<file path="config.mk">
export PLATFORM = sky130hd
export DESIGN_NAME = line_position_centroid
export DESIGN_NICKNAME = d
export VERILOG_FILES = /design/src/sv/lpc_pkg.sv /design/src/sv/line_position_centroid.sv /design/src/sv/lpc_div.sv
export SDC_FILE = /design/constraint.sdc
export NUM_CORES = 1
export LEC_CHECK = 0
export BUFFER_PORTS_ARGS = -buffer_cell sky130_fd_sc_hd__buf_2
export CAP_MARGIN = 20
export CORE_ASPECT_RATIO = 1.75
export CORE_UTILIZATION = 36
export DETAILED_ROUTE_END_ITERATION = 10
export GPL_TIMING_DRIVEN = 0
export PLACE_DENSITY = 0.64
export SLEW_MARGIN = 10
export SYNTH_ARGS = -nofsm -noshare
export SYNTH_HDL_FRONTEND = slang
export SYNTH_SLANG_ARGS = --single-unit
</file>
<file path="constraint.sdc">
create_clock -name clk -period 8.9 [get_ports clk]
set_input_delay 1.78 -clock clk [delete_from_list [all_inputs] [get_ports clk]]
set_output_delay 1.78 -clock clk [all_outputs]
set_load 0.005 [all_outputs]
</file>
<file path="src/sv/lpc_pkg.sv">
`default_nettype none

package lpc_pkg;

  localparam int DEF_SENSOR_COUNT = 8;
  localparam int DEF_SAMPLE_BITS  = 12;

  // normalized sensor value runs 0..SCALE_MAX
  localparam int SCALE_MAX = 1000;
  localparam int NORM_W    = 10;

  // position in 1/256 sensor pitch; doubled weights times 2^POS_FRAC
  localparam int POS_W     = 11;
  localparam int POS_MAX   = 1023;
  localparam int POS_MIN   = -1024;
  localparam int POS_FRAC  = 7;

  localparam int THR_W     = 13;
  localparam int THR_RESET = 200;

  localparam int FUNC_W       = 2;
  localparam int OUT_TDATA_W  = 16;

  typedef enum logic [FUNC_W-1:0] {
    FUNC_CLEAR = 2'd0,
    FUNC_CAL   = 2'd1,
    FUNC_MEAS  = 2'd2
  } func_t;

  typedef enum logic [2:0] {
    ST_IDLE,
    ST_NORM,
    ST_NWAIT,
    ST_ACC,
    ST_POS,
    ST_PWAIT,
    ST_DONE
  } state_t;

endpackage

`default_nettype wire

</file>
<file path="src/sv/line_position_centroid.sv">
// Line position from a row of reflectance sensors.
// Input channel in_*: in_tuser carries the operation (clear, calibrate, measure),
// in_tdata carries one frame of SENSOR_COUNT raw samples, sensor 0 in the low bits.
// Clear and calibrate complete in the accept cycle and give no output; the block
// is ready again on the next cycle. Measure gives one transaction on out_*:
// out_tdata holds the signed position, out_tuser the line-lost flag.
// A measure runs SENSOR_COUNT normalizing divisions and one centroid division on
// a single shared bit-serial divider of W bits (W = 23 with default parameters).
// Each normalizing division has a setup step before it and an accumulate step
// after it; a lost line skips the centroid division. in_tready stays low from
// the accept until the result has been moved into the output register.
// lost_threshold is written through cfg_we/cfg_wdata; the user writes it only
// while the block is idle, and the block itself does not enforce this.
// Reset (rst_n low, synchronous) empties the calibration ranges, clears the last
// position and the output valid flag and sets lost_threshold to 200.
// The result sits in an output register; if the receiver stalls, the block
// finishes the next measure and then waits until that register is taken.
`default_nettype none

module line_position_centroid import lpc_pkg::*; #(
  parameter int SENSOR_COUNT = DEF_SENSOR_COUNT,
  parameter int SAMPLE_BITS  = DEF_SAMPLE_BITS
) (
  input  wire logic                   clk,
  input  wire logic                   rst_n,
  input  wire logic                   in_tvalid,
  output logic                        in_tready,
  // sample_0 .. sample_(SENSOR_COUNT-1), zero padded to bytes
  input  wire logic [((SENSOR_COUNT*SAMPLE_BITS+7)/8)*8-1:0] in_tdata,
  // func
  input  wire logic [FUNC_W-1:0]      in_tuser,
  output logic                        out_tvalid,
  input  wire logic                   out_tready,
  // position (signed), zero padded to 16 bits
  output logic [OUT_TDATA_W-1:0]      out_tdata,
  // line_lost
  output logic                        out_tuser,
  input  wire logic                   cfg_we,
  input  wire logic [THR_W-1:0]       cfg_wdata
);

  localparam int IDX_W   = $clog2(SENSOR_COUNT);
  localparam int WT_W    = IDX_W + 2;
  localparam int SUM_W   = $clog2(SCALE_MAX * SENSOR_COUNT + 1);
  localparam int WMAG_W  = $clog2(SCALE_MAX * SENSOR_COUNT * (SENSOR_COUNT - 1) + 1);
  localparam int WSUM_W  = WMAG_W + 1;
  localparam int NNUM_W  = SAMPLE_BITS + NORM_W;
  localparam int PNUM_W  = WMAG_W + POS_FRAC;
  localparam int DIV_NW  = (NNUM_W > PNUM_W) ? NNUM_W : PNUM_W;
  localparam int DIV_DW  = (SAMPLE_BITS > SUM_W) ? SAMPLE_BITS : SUM_W;
  localparam int HARD    = (1 << POS_FRAC) * (SENSOR_COUNT - 1);
  localparam int PQ_W    = $clog2(HARD + 1);
  localparam int QX_W    = ((PQ_W > POS_W) ? PQ_W : POS_W) + 1;
  localparam int CMP_W   = (SUM_W > THR_W) ? SUM_W : THR_W;
  localparam logic signed [POS_W-1:0] HARD_POS = POS_W'((HARD > POS_MAX) ? POS_MAX : HARD);
  localparam logic signed [POS_W-1:0] HARD_NEG = POS_W'((-HARD < POS_MIN) ? POS_MIN : -HARD);

  state_t state_r, state_nxt;

  logic [IDX_W-1:0]        idx_r;
  logic [SAMPLE_BITS-1:0]  smp_r      [SENSOR_COUNT];
  logic [SAMPLE_BITS-1:0]  cal_low_r  [SENSOR_COUNT];
  logic [SAMPLE_BITS-1:0]  cal_high_r [SENSOR_COUNT];
  logic [SUM_W-1:0]        sum_r;
  logic signed [WSUM_W-1:0] wsum_r;
  logic [THR_W-1:0]        thr_r;
  logic signed [POS_W-1:0] last_pos_r;
  logic signed [POS_W-1:0] res_pos_r;
  logic                    res_lost_r;
  logic                    out_valid_r;
  logic signed [POS_W-1:0] out_pos_r;
  logic                    out_lost_r;

  logic                    in_acc;
  logic                    out_load;
  logic                    div_start;
  logic [DIV_NW-1:0]       div_num;
  logic [DIV_DW-1:0]       div_den;
  logic                    div_done;
  logic [DIV_NW-1:0]       div_quo;

  // normalization of the current sensor
  logic [SAMPLE_BITS-1:0]  lo, hi, smp, clamped, diff;
  logic                    empty;
  logic [NNUM_W-1:0]       norm_num;
  logic [SAMPLE_BITS-1:0]  norm_den;

  // accumulation
  logic [NORM_W-1:0]             q_norm;
  logic signed [WT_W-1:0]        wt;
  logic signed [NORM_W+WT_W:0]   prod;

  // centroid
  logic                    lost;
  logic                    wneg;
  logic [WSUM_W-1:0]       wabs;
  logic [PNUM_W-1:0]       pos_num;
  logic [QX_W-1:0]         qx;
  logic signed [POS_W-1:0] pos_sat;

  assign in_acc = in_tvalid && in_tready;

  assign lo      = cal_low_r[idx_r];
  assign hi      = cal_high_r[idx_r];
  assign smp     = smp_r[idx_r];
  assign empty   = hi <= lo;
  assign clamped = (smp < lo) ? lo : ((smp > hi) ? hi : smp);
  assign diff    = clamped - lo;
  assign norm_num = empty ? '0 : NNUM_W'(diff) * NNUM_W'(SCALE_MAX);
  assign norm_den = empty ? SAMPLE_BITS'(1) : hi - lo;

  assign q_norm = div_quo[NORM_W-1:0];
  assign wt     = $signed({1'b0, idx_r, 1'b0}) - $signed(WT_W'(SENSOR_COUNT - 1));
  assign prod   = $signed({1'b0, q_norm}) * wt;

  assign lost    = (sum_r == '0) || (CMP_W'(sum_r) < CMP_W'(thr_r));
  assign wneg    = wsum_r[WSUM_W-1];
  assign wabs    = wneg ? -wsum_r : wsum_r;
  assign pos_num = {wabs[WMAG_W-1:0], {POS_FRAC{1'b0}}};

  assign qx = QX_W'(div_quo[PQ_W-1:0]);
  always_comb begin
    if (wneg) begin
      pos_sat = (qx > QX_W'(-POS_MIN)) ? POS_W'(POS_MIN) : -POS_W'(qx);
    end else begin
      pos_sat = (qx > QX_W'(POS_MAX)) ? POS_W'(POS_MAX) : POS_W'(qx);
    end
  end

  lpc_div #(
    .NUM_W (DIV_NW),
    .DEN_W (DIV_DW)
  ) u_div (
    .clk   (clk),
    .rst_n (rst_n),
    .start (div_start),
    .num   (div_num),
    .den   (div_den),
    .done  (div_done),
    .quo   (div_quo)
  );

  // next state
  always_comb begin
    state_nxt = state_r;
    case (state_r)
      ST_IDLE: begin
        if (in_acc && (in_tuser == FUNC_MEAS)) state_nxt = ST_NORM;
      end
      ST_NORM:  state_nxt = ST_NWAIT;
      ST_NWAIT: begin
        if (div_done) state_nxt = ST_ACC;
      end
      ST_ACC: begin
        state_nxt = (idx_r == IDX_W'(SENSOR_COUNT - 1)) ? ST_POS : ST_NORM;
      end
      ST_POS:   state_nxt = lost ? ST_DONE : ST_PWAIT;
      ST_PWAIT: begin
        if (div_done) state_nxt = ST_DONE;
      end
      ST_DONE: begin
        if (out_load) state_nxt = ST_IDLE;
      end
      default:  state_nxt = ST_IDLE;
    endcase
  end

  // outputs of the sequencer
  always_comb begin
    in_tready = 1'b0;
    div_start = 1'b0;
    div_num   = DIV_NW'(norm_num);
    div_den   = DIV_DW'(norm_den);
    case (state_r)
      ST_IDLE: in_tready = 1'b1;
      ST_NORM: div_start = 1'b1;
      ST_POS: begin
        div_start = !lost;
        div_num   = DIV_NW'(pos_num);
        div_den   = DIV_DW'(sum_r);
      end
      default: ;
    endcase
  end

  assign out_load = (state_r == ST_DONE) && (!out_valid_r || out_tready);

  always_ff @(posedge clk) begin
    if (!rst_n) begin
      state_r     <= ST_IDLE;
      thr_r       <= THR_W'(THR_RESET);
      last_pos_r  <= '0;
      out_valid_r <= 1'b0;
      for (int i = 0; i < SENSOR_COUNT; i++) begin
        cal_low_r[i]  <= '1;
        cal_high_r[i] <= '0;
      end
    end else begin
      state_r <= state_nxt;
      if (cfg_we) thr_r <= cfg_wdata;

      if (in_acc) begin
        for (int i = 0; i < SENSOR_COUNT; i++) begin
          smp_r[i] <= in_tdata[i*SAMPLE_BITS +: SAMPLE_BITS];
        end
        case (in_tuser)
          FUNC_CLEAR: begin
            for (int i = 0; i < SENSOR_COUNT; i++) begin
              cal_low_r[i]  <= '1;
              cal_high_r[i] <= '0;
            end
          end
          FUNC_CAL: begin
            for (int i = 0; i < SENSOR_COUNT; i++) begin
              if (in_tdata[i*SAMPLE_BITS +: SAMPLE_BITS] < cal_low_r[i])
                cal_low_r[i] <= in_tdata[i*SAMPLE_BITS +: SAMPLE_BITS];
              if (in_tdata[i*SAMPLE_BITS +: SAMPLE_BITS] > cal_high_r[i])
                cal_high_r[i] <= in_tdata[i*SAMPLE_BITS +: SAMPLE_BITS];
            end
          end
          FUNC_MEAS: begin
            idx_r  <= '0;
            sum_r  <= '0;
            wsum_r <= '0;
          end
          default: ;  // unused code, ignored
        endcase
      end

      case (state_r)
        ST_ACC: begin
          sum_r  <= sum_r + SUM_W'(q_norm);
          wsum_r <= wsum_r + WSUM_W'(prod);
          idx_r  <= idx_r + 1'b1;
        end
        ST_POS: begin
          if (lost) begin
            // steer hard toward the side the line was last seen
            res_pos_r  <= (last_pos_r > 0) ? HARD_POS : HARD_NEG;
            res_lost_r <= 1'b1;
          end
        end
        ST_PWAIT: begin
          if (div_done) begin
            res_pos_r  <= pos_sat;
            res_lost_r <= 1'b0;
            last_pos_r <= pos_sat;
          end
        end
        default: ;
      endcase

      if (out_load) begin
        out_valid_r <= 1'b1;
        out_pos_r   <= res_pos_r;
        out_lost_r  <= res_lost_r;
      end else if (out_tready) begin
        out_valid_r <= 1'b0;
      end
    end
  end

  assign out_tvalid = out_valid_r;
  assign out_tdata  = OUT_TDATA_W'(out_pos_r[POS_W-1:0]);
  assign out_tuser  = out_lost_r;

endmodule

`default_nettype wire

</file>
<file path="src/sv/lpc_div.sv">
`default_nettype none

// Restoring unsigned divider, one quotient bit per cycle.
module lpc_div #(
  parameter int NUM_W = 24,
  parameter int DEN_W = 13
) (
  input  wire logic             clk,
  input  wire logic             rst_n,
  input  wire logic             start,
  input  wire logic [NUM_W-1:0] num,
  input  wire logic [DEN_W-1:0] den,
  output logic                  done,
  output logic      [NUM_W-1:0] quo
);

  localparam int CNT_W = (NUM_W > 1) ? $clog2(NUM_W) : 1;

  logic             busy_r;
  logic             done_r;
  logic [CNT_W-1:0] cnt_r;
  logic [DEN_W-1:0] rem_r;
  logic [DEN_W-1:0] den_r;
  logic [NUM_W-1:0] nq_r;   // numerator shifts out at the top, quotient in at the bottom

  logic [DEN_W:0] rem_sh;
  logic [DEN_W:0] trial;
  logic           fits;

  assign rem_sh = {rem_r, nq_r[NUM_W-1]};
  assign fits   = rem_sh >= {1'b0, den_r};
  assign trial  = rem_sh - {1'b0, den_r};

  always_ff @(posedge clk) begin
    if (!rst_n) begin
      busy_r <= 1'b0;
      done_r <= 1'b0;
    end else begin
      done_r <= 1'b0;
      if (start) begin
        busy_r <= 1'b1;
        cnt_r  <= CNT_W'(NUM_W - 1);
        rem_r  <= '0;
        den_r  <= den;
        nq_r   <= num;
      end else if (busy_r) begin
        rem_r <= fits ? trial[DEN_W-1:0] : rem_sh[DEN_W-1:0];
        nq_r  <= {nq_r[NUM_W-2:0], fits};
        if (cnt_r == '0) begin
          busy_r <= 1'b0;
          done_r <= 1'b1;
        end else begin
          cnt_r <= cnt_r - 1'b1;
        end
      end
    end
  end

  assign done = done_r;
  assign quo  = nq_r;

endmodule

`default_nettype wire

</file>
==> impl_metrics.py <==
metrics = {
    "synthesis": {
        "ys_async_sr_fraction_pct": 0,
        "synth_top_area_share_pct": 37.3,
        "synth_ff_type": "edfxtp_1",
        "synth.top_cells.by_count": "edfxtp_1 (375), inv_1 (361), ha_1 (350)",
        "ys_seq_area_share_pct": 41.0,
        "ys_seq_elements": 432,
        "synth_cells": 2756,
        "yosys.cell_count.top_type": "edfxtp_1",
        "yosys-top-cells-area": "edfxtp_1 (37%), ha_1 (14%), mux4_2 (5.3%)",
        "yosysTopAreaCell": "edfxtp_1",
        "synthesis.area_um2": 30200,
        "synth_warnings": 0,
        "synth_cell_type_count": 79,
        "synth_edf_count": 375,
        "syn-mean-instance-area_um2": 11.0,
    },
    "drt": {
        "firstDrtPassIters": 5,
        "drtIter0Drc": 1251,
        "wire_per_inst_um": 24.1,
        "routed_wl_mm": 99.2,
        "vias_per_cell": 5.42,
        "detail-route-antenna-nets": 0,
        "drc": 0,
        "via_count": 22300,
    },
    "run": {
        "maxCapViolCount": 0,
    },
    "placement": {
        "gp_congestion": 1.07,
        "port_buffers": 128,
        "post-dp-hpwl_mm": 79.1,
        "dp_slack_ns": -2.15,
        "placed_area_um2": 32400,
    },
    "floorplanning": {
        "fp.coreArea_um2": 83200,
        "fp.dieH_um": 385,
        "start_util_pct": 36.3,
        "io_pins": 135,
        "die-width_um": 221,
        "fp-row-count": 140,
        "dieArea_um2": 85100,
    },
    "timing": {
        "hold_viol_final": 0,
        "period_share_pct": 98.0,
        "relSlewSlack_pct": 25.2,
        "period_minus_slack_ns": 8.72,
        "fin_skew_ns": 0.0436,
        "fmax_mhz": 115,
        "setup_ws_ns": 0.181,
        "slew_viol_final": 0,
        "setup_violations": 0,
        "rsz0062_at_grt": "true",
        "worst_pin_slew_ns": 1.12,
    },
    "clocking": {
        "cts_buffer_depth": 3,
        "htreeDepth": 2,
        "clock-root-buffer": "clkbuf_16",
        "clk_latency_ns": 0.62,
        "hold_buffers": 0,
        "numCtsBuffers": 43,
        "cts_tree": "done",
        "clkSinkCount": 432,
        "clkTransAtPathRegs_ns": 0.07,
    },
    "worst_setup_path": {
        "worstRegToRegCells": 34,
        "endpoint_kind": "flip-flop",
        "worst_setup_path_start_kind": "flip-flop",
        "worstPathRequired_ns": 9.21,
        "critPathSlowestCell": "fa_1",
        "critPathMaxFanout": 7,
        "worstPathArrival_ns": 9.03,
        "setup.worst_path.class": "flip-flop to flip-flop",
        "reg2reg_to": "u_div.quo[17]",
        "cpPeakStageDelay_ns": 0.58,
        "ff2ff_setup_slack_ns": 0.18,
    },
    "global_routing": {
        "grt_max_degree": 34,
        "antenna_found_initial": 13,
        "grt_pass1_wl_mm": 144,
        "grt_pass1_vias": 22900,
        "grt_overflow_total": 0,
        "gr-usage-all-layers_pct": 23.4,
    },
    "final_layout": {
        "final_layout_size_suffix_gt1_share_pct": 17.1,
        "syn2layout_area_growth_pct": 16.5,
        "fin_nets": 3545,
        "finalInstanceArea_um2": 35200,
    },
    "pwr": {
        "ir_drop_uv": 1110,
        "power_density_nw_per_um2": 433,
        "p_leak_nw": 15.3,
    },
    "min_path": {
        "hold_path.startpoint": "res_pos_r[5]",
        "hold_path_depth": 0,
        "hold_path_end": "out_pos_r[5]",
        "hold_path.class": "flip-flop to flip-flop",
    },
    "outcome": {
        "outcome": "finished, final reports clean",
    },
}
-- worst max-delay path, delay by kind of cell, from the launching register on --
kind / cells / cell delay, ns
compound gates: 9 / 1.64
flops: 1 / 0.34
simple gates: 5 / 0.65
mux: 3 / 1.29
fa+ha+maj: 7 / 2.76
buf+inv: 6 / 0.84
xor+xnor: 4 / 0.88
-- layout by cell type, fill, tap and decap left out, drive strengths merged, types with 27 or more instances in the layout --
cell type  instances
edfxtp           375
inv              366
ha               350
buf              245
nor2             167
nand2            135
a21oi            129
clkbuf           101
and2              95
o21ai             92
a21o              86
xnor2             80
mux4              71
fa                71
mux2i             61
dfxtp             57
or2               56
nand2b            54
o211ai            44
nand4             37
nor3              35
nor2b             32
o21a              27
-- worst max path at each step --
stage | from | end | slack, ns | depth (start not counted)
2_1_floorplan | flip-flop | u_div.quo[19] | 0.01 | 39
3_3_place_gp | flip-flop | u_div.quo[20] | -2.14 | 39
3_5_place_dp | flip-flop | u_div.quo[20] | -2.15 | 39
4_1_cts | flip-flop | u_div.quo[19] | 0.01 | 38
5_1_grt | flip-flop | u_div.quo[21] | -0.05 | 39
6_report | flip-flop | u_div.quo[17] | 0.18 | 34
-- through the flow --
stage	instances	utilization (%)	setup TNS, ns	power (W)	hold slack [ns]
5_1_grt	4106	42.3	-0.159	0.0164	0.426
2_1_floorplan	2760	-	0	0.00909	0.400
3_3_place_gp	3953	38.7	-95.53	0.0109	0.403
4_1_cts	4077	41.6	0	0.0136	0.423
3_5_place_dp	3958	38.9	-19.26	0.0109	0.409
6_report	4110	42.3	0	0.0152	0.420
-- kinds of logic (layout without fill, tap and decap cells) --
kind of cell,Yosys count,after routing,share of synthesized area [%]
simple gates,681,681,11.6
mux,146,146,7.83
buf+inv,459,740,6.03
xor+xnor,103,103,3.04
compound gates,512,512,11.2
other cells,1,9,0.0124
flops,432,432,41.0
fa+ha+maj,422,422,19.2
-- sequential cells by signal (all words and copies together) (netlist names), 5 cells and up, named ones only --
register and cells:
sum_r 13, out_pos_r 11, res_pos_r 11, thr_r 13, u_div.den_r 13, last_pos_r 11
u_div.quo 23, u_div.rem_r 13, wsum_r 17, cal_high_r 96, smp_r 96, u_div.cnt_r 5
cal_low_r 96
-- repair_timing --
action,CTS,global route
buffers inserted,40,30
gates resized for setup,119,75
pin swaps,18,48
gates cloned,2,0
endpoints found under the setup margin,14,9
-- power breakdown --
| group | switching (W) | internal (W) | total, W |
|---|---|---|---|
| logic | 0.00581 | 0.00502 | 0.0108 |
| clock network | 0.000876 | 0.00109 | 0.00196 |
| registers | 0.0000796 | 0.00236 | 0.00244 |
| total | 0.00676 | 0.00846 | 0.0152 |
-- final cells by class --
class | instances | area [um2]
flip-flops and latches | 432 | 12400
multi-input cells | 1869 | 16600
well taps | 1065 | 1330
clock inverters | 31 | 340
diodes | 4 | 10.0
clock buffers | 47 | 1110
repair buffers | 205 | 1320
fillers | 7871 | 48000
inverters | 362 | 1360
plain buffers | 95 | 731
-- layer usage --
| layer | vias to the layer above | part of all wire (%) | GRT usage [%] | wire length (um) |
|---|---|---|---|---|
| met5 | - | 0.089 | 0 | 88 |
| met3 | 362 | 4.8 | 4.26 | 4730 |
| met2 | 739 | 52 | 43.7 | 51400 |
| met4 | 12 | 12 | 23.0 | 11600 |
| li1 | 10300 | - | - | - |
| met1 | 10800 | 32 | 20.8 | 31400 |
Note: power is estimated with default switching activity, not from simulation.
